**src/wpt_pkg.sv**
```systemverilog
package wpt_pkg;

   // Default sizes of the path table and of the search window.
   localparam int PATH_DEPTH_DEF = 256;
   localparam int MAX_WINDOW_DEF = 16;

   // Configuration register reset values.
   localparam logic [15:0] GAIN_KP_RST     = 16'd2355;
   localparam logic [22:0] SOFT_OFFSET_RST = 23'd26214;
   localparam logic [14:0] STEER_LIMIT_RST = 15'd2859;
   localparam logic [22:0] JUMP_LIMIT_RST  = 23'd32768;
   localparam logic [3:0]  WINDOW_RST      = 4'd9;
   localparam logic [8:0]  PATH_LEN_RST    = 9'd160;

   // Configuration port shape.
   localparam int CSR_IDX_W  = 3;
   localparam int CSR_DATA_W = 23;

   // Angle constants in Q2.13 and Q2.30.
   localparam logic signed [16:0] PI_Q13     = 17'sd25736;
   localparam logic signed [17:0] TWO_PI_Q13 = 18'sd51472;
   localparam logic signed [34:0] PI_Q30     = 35'sd3373259426;

   // CORDIC datapath sizes.
   localparam int CORDIC_W     = 52;
   localparam int CORDIC_ZW    = 35;
   localparam int CORDIC_STEPS = 28;

   // Square root sizes: 50-bit radicand, 25-bit root.
   localparam int RAD_W  = 50;
   localparam int ROOT_W = 25;

   // Path table word: x, y, heading.
   localparam int WORD_W = 64;

   typedef enum logic [CSR_IDX_W-1:0] {
      CSR_GAIN_KP     = 3'd0,
      CSR_SOFT_OFFSET = 3'd1,
      CSR_STEER_LIMIT = 3'd2,
      CSR_JUMP_LIMIT  = 3'd3,
      CSR_WINDOW      = 3'd4,
      CSR_PATH_LEN    = 3'd5
   } csr_index_type;

   typedef enum logic {
      REQ_LOAD   = 1'b0,
      REQ_SAMPLE = 1'b1
   } req_kind_type;

   typedef enum logic [3:0] {
      ST_IDLE,
      ST_FILTER,
      ST_RD,
      ST_WAIT,
      ST_CMP,
      ST_SQRT_GO,
      ST_SQRT_WAIT,
      ST_MUL,
      ST_CORR_GO,
      ST_CORR_WAIT,
      ST_BEAR_GO,
      ST_BEAR_WAIT,
      ST_HEAD_RD,
      ST_HEAD_WAIT,
      ST_FINISH
   } st_type;

   typedef enum logic [1:0] {
      UNIT_IDLE,
      UNIT_RUN,
      UNIT_DONE
   } unit_state_type;

   // Arctangent of 2^-i in Q2.30.
   function automatic logic [29:0] atan_entry(input logic [4:0] idx);
      logic [29:0] v;
      case (idx)
         5'd0:  v = 30'd843314857;
         5'd1:  v = 30'd497837829;
         5'd2:  v = 30'd263043837;
         5'd3:  v = 30'd133525159;
         5'd4:  v = 30'd67021687;
         5'd5:  v = 30'd33543516;
         5'd6:  v = 30'd16775851;
         5'd7:  v = 30'd8388437;
         5'd8:  v = 30'd4194283;
         5'd9:  v = 30'd2097149;
         5'd10: v = 30'd1048576;
         5'd11: v = 30'd524288;
         5'd12: v = 30'd262144;
         5'd13: v = 30'd131072;
         5'd14: v = 30'd65536;
         5'd15: v = 30'd32768;
         5'd16: v = 30'd16384;
         5'd17: v = 30'd8192;
         5'd18: v = 30'd4096;
         5'd19: v = 30'd2048;
         5'd20: v = 30'd1024;
         5'd21: v = 30'd512;
         5'd22: v = 30'd256;
         5'd23: v = 30'd128;
         5'd24: v = 30'd64;
         5'd25: v = 30'd32;
         5'd26: v = 30'd16;
         5'd27: v = 30'd8;
         default: v = 30'd0;
      endcase
      return v;
   endfunction

endpackage

```
**src/wpt_sqrt.sv**
```systemverilog
module wpt_sqrt (
   input  logic                          clock,
   input  logic                          reset,
   input  logic                          start,
   input  logic [wpt_pkg::RAD_W-1:0]     radicand,
   output logic                          done,
   output logic [wpt_pkg::ROOT_W-1:0]    root
);
   import wpt_pkg::*;

   unit_state_type      state_ff, state_in;
   logic [RAD_W-1:0]    rad_ff, rad_in;
   logic [ROOT_W+1:0]   rem_ff, rem_in;
   logic [ROOT_W-1:0]   root_ff, root_in;
   logic [4:0]          cnt_ff, cnt_in;
   logic [ROOT_W+1:0]   rem_try;
   logic [ROOT_W+1:0]   trial;

   // One root bit per cycle: bring down two radicand bits and try a subtraction.
   always_comb begin
      state_in = state_ff;
      rad_in   = rad_ff;
      rem_in   = rem_ff;
      root_in  = root_ff;
      cnt_in   = cnt_ff;
      done     = 1'b0;
      rem_try  = {rem_ff[ROOT_W-1:0], rad_ff[RAD_W-1:RAD_W-2]};
      trial    = {root_ff, 2'b01};
      case (state_ff)
         UNIT_IDLE: begin
            if (start) begin
               rad_in   = radicand;
               rem_in   = '0;
               root_in  = '0;
               cnt_in   = '0;
               state_in = UNIT_RUN;
            end
         end
         UNIT_RUN: begin
            rad_in = {rad_ff[RAD_W-3:0], 2'b00};
            if (rem_try >= trial) begin
               rem_in  = rem_try - trial;
               root_in = {root_ff[ROOT_W-2:0], 1'b1};
            end else begin
               rem_in  = rem_try;
               root_in = {root_ff[ROOT_W-2:0], 1'b0};
            end
            cnt_in = cnt_ff + 5'd1;
            if (cnt_ff == 5'(ROOT_W - 1)) begin
               state_in = UNIT_DONE;
            end
         end
         UNIT_DONE: begin
            done     = 1'b1;
            state_in = UNIT_IDLE;
         end
         default: begin
            state_in = UNIT_IDLE;
         end
      endcase
   end

   always_ff @(posedge clock) begin
      if (reset) begin
         state_ff <= UNIT_IDLE;
      end else begin
         state_ff <= state_in;
      end
      rad_ff  <= rad_in;
      rem_ff  <= rem_in;
      root_ff <= root_in;
      cnt_ff  <= cnt_in;
   end

   assign root = root_ff;
endmodule

```
**config.mk**
```make
export PLATFORM = sky130hd
export DESIGN_NAME = wpt_sqrt
export DESIGN_NICKNAME = d
export VERILOG_FILES = /design/src/wpt_pkg.sv /design/src/wpt_sqrt.sv
export SDC_FILE = /design/constraint.sdc
export NUM_CORES = 1
export LEC_CHECK = 0
export BUFFER_PORTS_ARGS = -buffer_cell sky130_fd_sc_hd__buf_2
export CAP_MARGIN = 25
export CELL_PAD_IN_SITES_DETAIL_PLACEMENT = 1
export CELL_PAD_IN_SITES_GLOBAL_PLACEMENT = 2
export CORE_UTILIZATION = 30
export CTS_CLUSTER_DIAMETER = 200
export DETAILED_ROUTE_END_ITERATION = 6
export PLACE_DENSITY = 0.69
export SETUP_SLACK_MARGIN = 0.4
export SKIP_LAST_GASP = 1
export SLEW_MARGIN = 20
export SYNTH_ARGS = -nofsm -noshare
export SYNTH_HDL_FRONTEND = slang
export SYNTH_SLANG_ARGS = --single-unit
```
**constraint.sdc**
```tcl
create_clock -name clock -period 16.4 [get_ports clock]
set_clock_uncertainty 0.2 [all_clocks]
set_input_delay 4.92 -clock clock [delete_from_list [all_inputs] [get_ports clock]]
set_output_delay 4.92 -clock clock [all_outputs]
set_load 0.02 [all_outputs]
```
==> results.json, run 1 <==
{
  "io_pins": 79,
  "tightest_slew_ns": 0.845,
  "async_flop_share_pct": 0,
  "synth_top_cell_by_area": "edfxtp_1",
  "syn_inst": 638,
  "power.density_nw_per_um2": 129,
  "power_switching_share_pct": 35.4,
  "max-slew-margin-rel_pct": 43.7,
  "rows": 51,
  "fmax_mhz": 151,
  "end_kind": "flip-flop",
  "vias": 4714,
  "drc": 0,
  "hold_buffers": 0,
  "grt_max_degree": 63,
  "num-nets-final": 780,
  "yosys_register_bits": 107,
  "syn2layout_area_growth_pct": 15.7,
  "hpwl_um": 10900,
  "p_leak_nw": 3.02,
  "period_needed_ns": 6.64,
  "drtIter0Drc": 247,
  "p_seq_share_pct": 39.9,
  "syn_avg_cell_area_sq_um": 9.53,
  "worstHoldPathType": "reg2reg",
  "yosys_most_used_dff": "edfxtp_1",
  "num_antenna_cells": 0,
  "arrival_ns": 6.43,
  "cts_htree_levels": 3,
  "setup_tns_ns": 0,
  "die-area_sq_um": 20800,
  "synthTopCellsByArea": "edfxtp_1, nand2_1, ha_1, a21oi_1, nor2_1",
  "cap_violations": 0,
  "post_cts_resized": 0,
  "cp-start-kind": "input port",
  "critical_path_required_ns": 16.19,
  "grt-busiest-layer": "met2",
  "via_per_inst": 4.87,
  "setup_violations": 0,
  "ys.warnings.count": 0,
  "fp.dieW_um": 144,
  "gr-total-overflow": 0,
  "netlist_area_sq_um": 6080,
  "slew_violations": 0,
  "use_met1_pct": 19.8,
  "ant_nets": 0,
  "synth_cell_type_count": 58,
  "hold_violations": 0,
  "wl_per_cell_um": 15.8,
  "drt_first_pass_iters": 4,
  "synth-edff-count": 105,
  "timing.final.crit_share_pct": 40.5,
  "post-synth-top-count-cell": "nand2_1",
  "cp_max_fo": 56,
  "post_cts_buffers": 0,
  "cts_sinks": 107,
  "root_buffer": "clkbuf_16",
  "coreArea_sq_um": 19700,
  "grt_use_total_pct": 15.6,
  "crit_type": "in2reg",
  "drt-total-wl_um": 15300,
  "synth_nets": 720,
  "outcome": "complete, no violations",
  "port_buffers": 78,
  "p_sw_mw": 0.320,
  "rsz0062_at_grt": "false",
  "gp_congestion": 0.793,
  "p_comb_share_pct": 35.1,
  "use_met2_pct": 26.9,
  "cts_buffers": 9,
  "clkLatencyLatePin_ns": 0.35,
  "synth_common_cells": "nand2_1, edfxtp_1, nor2_1, a21oi_1, inv_1",
  "yosys.area.top_type_share_pct": 51.9,
  "die_y_um": 144,
  "max-vdd-ir-drop_mv": 0.0520,
  "yosysSeqAreaShare_pct": 52.5,
  "p_clk_share_pct": 25.0,
  "first_global_vias": 5056,
  "fillers": 2321,
  "antenna_found_initial": 0,
  "r2r_slack_ns": 12.74,
  "clkSlewWorstSetupHoldPaths_ns": 0.07,
  "clockBufferDepth": 2,
  "whs_ns": 0.314,
  "start_util_pct": 30.9,
  "grt_pass1_wl_um": 25200,
  "cts_tree": "done",
  "drive_gt1_share_pct": 16.5,
  "p_int_mw": 0.584,
  "met3_usage_pct": 3.08
}
-- critical path, stage by stage --
cell and delay, ns:
buf_2 0.08, nor2_1 0.06, nor2_4 0.08, buf_4 0.54
buf_4 0.70
-- final timing paths --
kind              startpoint         end  cells after the start
setup reg to reg  rem_ff[16]  rem_ff[20]                      9
setup / recovery       start   rem_ff[2]                      5
hold reg to reg   rad_ff[33]  rad_ff[35]                      2
hold / removal    rad_ff[33]  rad_ff[35]                      2
-- state kept, by name (all words and copies together), names as in the netlist --
signal and flops:
root 25, rem_ff 25, state_ff 2, rad_ff 50, cnt_ff 5
-- layout by cell type (no fill, tap or decap), types with 3 or more instances in the layout --
master and instances:
a211oi_1 3, a21o_1 11, a21oi_1 43, a31o_2 3, a31oi_1 4, and2_1 3
and3_1 4, buf_2 78, buf_4 5, clkbuf_16 9, edfxtp_1 105, ha_1 29
inv_1 38, nand2_1 164, nand3_1 26, nand4_1 9, nor2_1 49, nor2b_1 3
nor3_1 9, o211ai_1 4, o21a_1 5, o21ai_0 18, o21bai_1 3, o22ai_1 5
o31ai_1 3, or3_1 5, xnor2_1 12, xor2_1 6
-- logic make-up (layout without fill, tap and decap cells) --
group           count (synthesis)  in the layout  share of synthesized area (%)
mux                             2              2                          0.329
flops                         107            107                           52.5
simple gates                  287            287                           20.2
xor+xnor                       18             18                           2.59
fa+ha+maj                      29             29                           5.97
buf+inv                        73            138                           4.94
compound gates                122            122                           13.4
-- stage by stage --
stage          power [mW]  cells  utilization, %  area, sq um  worst slack, ns
2_1_floorplan       0.601    638               -         6080             6.28
3_3_place_gp        0.678    951            34.2         6720             9.39
3_5_place_dp        0.685    952            34.2         6730             9.34
4_1_cts             0.915    968            35.8         7030             9.72
5_1_grt             0.964    968            35.8         7030             9.61
6_report            0.904    968            35.8         7030             9.76
-- metal layers --
layer	share of wire [%]	routed length (um)
met1	47	7220
met2	49	7460
met3	3.3	511
met4	0.93	142
met5	0	0
-- layout make-up --
type	count	area (sq um)	share of cell area (%)
clock buffer	9	225	3.20
sequential	107	3190	45.4
multi-input combinational	458	2620	37.3
tap	265	332	4.72
inverter	38	143	2.03
timing repair buffer	84	443	6.30
clock inverter	7	76.3	1.09
-- power by group through the flow --
stage	sequential, mW	combinational (mW)	clock, mW
global placement	0.366	0.312	0
floorplan	0.372	0.229	0
CTS	0.361	0.320	0.234
detailed placement	0.367	0.317	0
global route	0.365	0.355	0.244
finish	0.361	0.317	0.226
Power figures use the tool's default switching activity.
==> run 2, diff against run 1 <==
==> constraint.sdc (replaced) <==
create_clock -name clock -period 6.8 [get_ports clock]
set_clock_uncertainty 0.2 [all_clocks]
set_input_delay 2.04 -clock clock [delete_from_list [all_inputs] [get_ports clock]]
set_output_delay 2.04 -clock clock [all_outputs]
set_load 0.02 [all_outputs]
==> run 2 against run 1 <==
Net effect: die area stayed put; non-clock buffer count stayed put; via count is 1.3% higher; hold slack worse by 0.00060 ns; combinational power is 140% higher; design area hardly changed; clock power is 150% higher; power is 140% higher; wire length is 2.8% higher; count of clock-buffer cells in the layout is 1 higher; sequential power is 140% higher; largest power group unchanged.
==> results.json, run 2 (synthesis gave the netlist of run 1 again) <==
{
  "io_pins": 79,
  "hpwl_um": 11100,
  "num-nets-final": 780,
  "final_cell_mix": "nand2_1, edfxtp_1, buf_2",
  "critical_path.startpoint": "start",
  "arrival_ns": 3.39,
  "die_y_um": 144,
  "end_kind": "flip-flop",
  "cp-start-kind": "input port",
  "syn2layout_area_growth_pct": 15.7,
  "post_cts_resized": 0,
  "first_global_vias": 5006,
  "gp_congestion": 0.819,
  "ant_nets": 0,
  "critical_path_required_ns": 6.59,
  "gr-total-overflow": 0,
  "max-vdd-ir-drop_mv": 0.115,
  "num_antenna_cells": 0,
  "cp_slowest_cell": "buf_4",
  "path_cells": "buf_2, nor2_1, nor2_4, buf_4",
  "drtIter0Drc": 252,
  "drt-total-wl_um": 15800,
  "worst_slack_ns": 3.20,
  "worstHoldStart": "rad_ff[30]",
  "cp_max_fo": 61,
  "setup_violations": 0,
  "cap_violations": 0,
  "clockBufferDepth": 2,
  "fmax_mhz": 278,
  "power.density_nw_per_um2": 313,
  "setup_tns_ns": 0,
  "worstHoldPathType": "reg2reg",
  "top_register": "rad_ff",
  "p_leak_nw": 3.02,
  "port_buffers": 78,
  "period_needed_ns": 3.60,
  "start_util_pct": 30.9,
  "fillers": 2346,
  "cts_htree_levels": 3,
  "vias": 4773,
  "crit_family": "buffers and inverters",
  "cts_tree": "done",
  "die-area_sq_um": 20800,
  "hold_violations": 0,
  "tightest_slew_ns": 0.895,
  "seq_area_sq_um": 3190,
  "post_cts_buffers": 0,
  "timing.final.crit_share_pct": 52.9,
  "outcome": "complete, no violations",
  "hold_buffers": 0,
  "multi_input_area_sq_um": 2620,
  "slew_violations": 0,
  "grt_use_total_pct": 15.9,
  "clkLatencyLatePin_ns": 0.36,
  "pre_cts_ws_ns": 2.81,
  "via_per_inst": 4.93,
  "rows": 51,
  "whs_ns": 0.314,
  "wl_per_cell_um": 16.3,
  "drt_first_pass_iters": 4,
  "largest_register_ffs": 50,
  "grt_pass1_wl_um": 25400,
  "drc": 0,
  "drive_gt1_share_pct": 16.6,
  "r2r_start": "root[14]",
  "grt_max_degree": 63,
  "crit_type": "in2reg",
  "root_buffer": "clkbuf_16",
  "rsz0062_at_grt": "false",
  "clkSlewWorstSetupHoldPaths_ns": 0.08,
  "layout_commonest_cell": "nand2_1",
  "cts_buffers": 9,
  "antenna_found_initial": 0,
  "crit_path_max_incr_delay_ns": 0.73,
  "critPathBufInv": 2,
  "fp.dieW_um": 144,
  "coreArea_sq_um": 19700,
  "cts_sinks": 107,
  "max-slew-margin-rel_pct": 40.4
}
run 2: cell type report:
| class | count | share of cell area (%) |
|---|---|---|
| well taps | 265 | 4.71 |
| multi-input cells | 458 | 37.3 |
| flip-flops and latches | 107 | 45.4 |
| inverters | 38 | 2.03 |
| clock inverters | 6 | 1.05 |
| clock buffers | 10 | 3.26 |
| repair buffers | 84 | 6.30 |
run 2: per-stage QoR:
stage                     std cells  power [mW]  cell area [sq um]  utilization, %
after floorplan                 638        1.45               6080               -
final                           968        2.20               7030            35.8
after detailed placement        952        1.66               6730            34.2
after global routing            968        2.33               7030            35.8
after global placement          951        1.64               6720            34.2
after CTS                       968        2.22               7030            35.8
run 2: routing by layer:
metal / up-vias / track usage (%) / share of wire (%)
met4: 0 / 6.59 / 2.1
li1: 2356 / - / -
met5: - / 0 / 0
met2: 86 / 26.9 / 47
met1: 2313 / 20.1 / 47
met3: 18 / 2.52 / 3.8
run 2: worst paths after layout:
| kind | end | slack, ns | cells past startpoint |
|---|---|---|---|
| setup / recovery | rem_ff[23] | 3.20 | 4 |
| hold / removal | rad_ff[32] | 0.31 | 2 |
| setup reg to reg | rem_ff[18] | 3.23 | 9 |
| hold reg to reg | rad_ff[32] | 0.31 | 2 |
run 2: report_power, final:
group          total (mW)  internal [mW]  switching (mW)
clock network       0.562          0.292           0.270
registers           0.870          0.832          0.0381
logic               0.768          0.287           0.481
total                2.20           1.41           0.789
run 2: worst reg2reg max path, delay by kind of cell, from the launching register on:
kind,cells,cell delay (ns)
AOI/OAI and AO/OA,5,1.70
adders and majority gates,1,0.40
buffers and inverters,1,0.06
DFF,1,0.35
and+or+nand+nor,2,0.61
==> run 3, diff against run 2 <==
--- a/config.mk
+++ b/config.mk
@@ -12,7 +12,7 @@
 export CORE_UTILIZATION = 30
 export CTS_CLUSTER_DIAMETER = 200
 export DETAILED_ROUTE_END_ITERATION = 6
-export PLACE_DENSITY = 0.69
+export PLACE_DENSITY = 0.71
 export SETUP_SLACK_MARGIN = 0.4
 export SKIP_LAST_GASP = 1
 export SLEW_MARGIN = 20
==> constraint.sdc (replaced) <==
create_clock -name clock -period 3.3 [get_ports clock]
set_clock_uncertainty 0.2 [all_clocks]
set_input_delay 0.99 -clock clock [delete_from_list [all_inputs] [get_ports clock]]
set_output_delay 0.99 -clock clock [all_outputs]
set_load 0.02 [all_outputs]
==> run 3 against run 2 <==
Net effect: largest cell class unchanged; count of clock-buffer cells in the layout is 1 lower; sequential cell count is the same; combinational power rose by 130%; utilization up 1.5 points; highest routed layer is now met5; largest power group unchanged.
==> results.json, run 3 (synthesis gave the netlist of run 1 again) <==
{
  "num_antenna_cells": 0,
  "drt_first_pass_iters": 4,
  "critical_path.startpoint": "rem_ff[16]",
  "antenna_found_initial": 1,
  "grt_max_degree": 85,
  "num-nets-final": 792,
  "min_path_cells": 2,
  "worstRegToRegCells": 9,
  "top_register": "rad_ff",
  "syn2layout_area_growth_pct": 20.4,
  "drt-total-wl_um": 16300,
  "crit_type": "reg2reg",
  "gp_congestion": 0.897,
  "clkLatencyLatePin_ns": 0.35,
  "p_leak_nw": 3.09,
  "die_y_um": 144,
  "p_sw_mw": 1.69,
  "hold_violations": 0,
  "max-vdd-ir-drop_mv": 0.269,
  "gr-total-overflow": 0,
  "setup_tns_ns": 0,
  "clkSlewWorstSetupHoldPaths_ns": 0.08,
  "fillers": 2312,
  "p_comb_share_pct": 38.2,
  "fp.dieW_um": 144,
  "worstHoldPathType": "reg2reg",
  "hold_buffers": 0,
  "io_pins": 79,
  "setup_violations": 0,
  "arrival_ns": 2.67,
  "drive_gt1_share_pct": 21.6,
  "wl_per_cell_um": 16.6,
  "r2r_end": "rem_ff[7]",
  "root_buffer": "clkbuf_16",
  "drtIter0Drc": 216,
  "vias": 4835,
  "p_seq_share_pct": 39.0,
  "pre_cts_ws_ns": 0.218,
  "fmax_mhz": 356,
  "layout_commonest_cell": "nand2_1",
  "drc": 0,
  "grt_use_total_pct": 15.9,
  "via_per_inst": 4.94,
  "power.total_mw": 4.63,
  "cts_htree_levels": 3,
  "timing.final.crit_share_pct": 85.2,
  "worstHoldStart": "rad_ff[18]",
  "first_global_vias": 4987,
  "ant_nets": 0,
  "cts_sinks": 107,
  "port_buffers": 78,
  "power.density_nw_per_um2": 633,
  "cts_buffers": 9,
  "slew_violations": 0,
  "p_int_mw": 2.94,
  "p_clk_share_pct": 22.8,
  "outcome": "complete, no violations",
  "final_cell_mix": "nand2_1, edfxtp_1, buf_2",
  "rsz0062_at_grt": "false",
  "die-area_sq_um": 20800,
  "clockBufferDepth": 2,
  "coreArea_sq_um": 19700,
  "r2r_start": "rem_ff[16]",
  "cp-start-kind": "flip-flop",
  "hpwl_um": 11100,
  "grt_pass1_wl_um": 25400,
  "rows": 51,
  "cap_violations": 0,
  "power_switching_share_pct": 36.5,
  "hold_end": "rad_ff[20]",
  "r2r_slack_ns": 0.49,
  "critical_path_required_ns": 3.16,
  "end_kind": "flip-flop",
  "max-slew-margin-rel_pct": 34.8,
  "worst_slack_ns": 0.489,
  "cts_tree": "done",
  "cp_max_fo": 9,
  "largest_register_ffs": 50,
  "start_util_pct": 30.9,
  "period_needed_ns": 2.81,
  "tightest_slew_ns": 0.978
}
-- run 3: layer usage --
metal	routed length, um	vias up	share of wire (%)	GRT usage (%)
met5	13	-	0.080	0
met4	271	2	1.7	5.15
met3	726	19	4.5	3.71
met2	7660	95	47	26.3
met1	7580	2342	47	20.5
li1	-	2377	-	-
-- run 3: worst max-delay path by stage --
stage,end,slack [ns]
floorplan,cnt_ff[0],0.10
global placement,rem_ff[20],0.17
detailed placement,rem_ff[20],0.22
CTS,rem_ff[18],0.36
global route,rem_ff[3],0.37
finish,rem_ff[7],0.49
-- run 3: worst max-delay path: stages (launching register included) --
cell and delay, ns:
edfxtp_1 0.47, ha_4 0.33, nand4_1 0.21, nor3_2 0.26, o211ai_2 0.12, and2_4 0.20
a211o_4 0.36, buf_4 0.19, nand3_1 0.10, a21oi_1 0.08
-- run 3: through the flow --
| stage | hold slack (ns) | area (sq um) | instances | util, % |
|---|---|---|---|---|
| floorplan | 0.284 | 6090 | 638 | - |
| global placement | 0.288 | 6790 | 958 | 34.5 |
| detailed placement | 0.299 | 6790 | 958 | 34.5 |
| CTS | 0.319 | 7110 | 973 | 36.2 |
| global route | 0.338 | 7320 | 979 | 37.2 |
| finish | 0.313 | 7320 | 979 | 37.2 |
-- run 3: repair_timing --
action                                  CTS  global route
endpoints found under the setup margin   23            25
setup buffers                             0             4
gates cloned                              0             2
pin swaps                                 0             7
resized for setup                        11            33
-- run 3: layout make-up --
class	instances	area, sq um	area share [%]
Clock inverter	6	48.8	0.667
Sequential cell	107	3190	43.6
Inverter	38	143	1.95
Timing Repair Buffer	96	562	7.68
Multi-Input combinational cell	458	2820	38.5
Clock buffer	9	225	3.08
Tap cell	265	332	4.53
-- run 3: power by group through the flow --
stage          sequential, mW  clock (mW)  combinational, mW
2_1_floorplan            1.84           0               1.14
3_3_place_gp             1.82           0               1.61
3_5_place_dp             1.83           0               1.62
4_1_cts                  1.80        1.09               1.66
5_1_grt                  1.83        1.14               1.95
6_report                 1.81        1.06               1.77
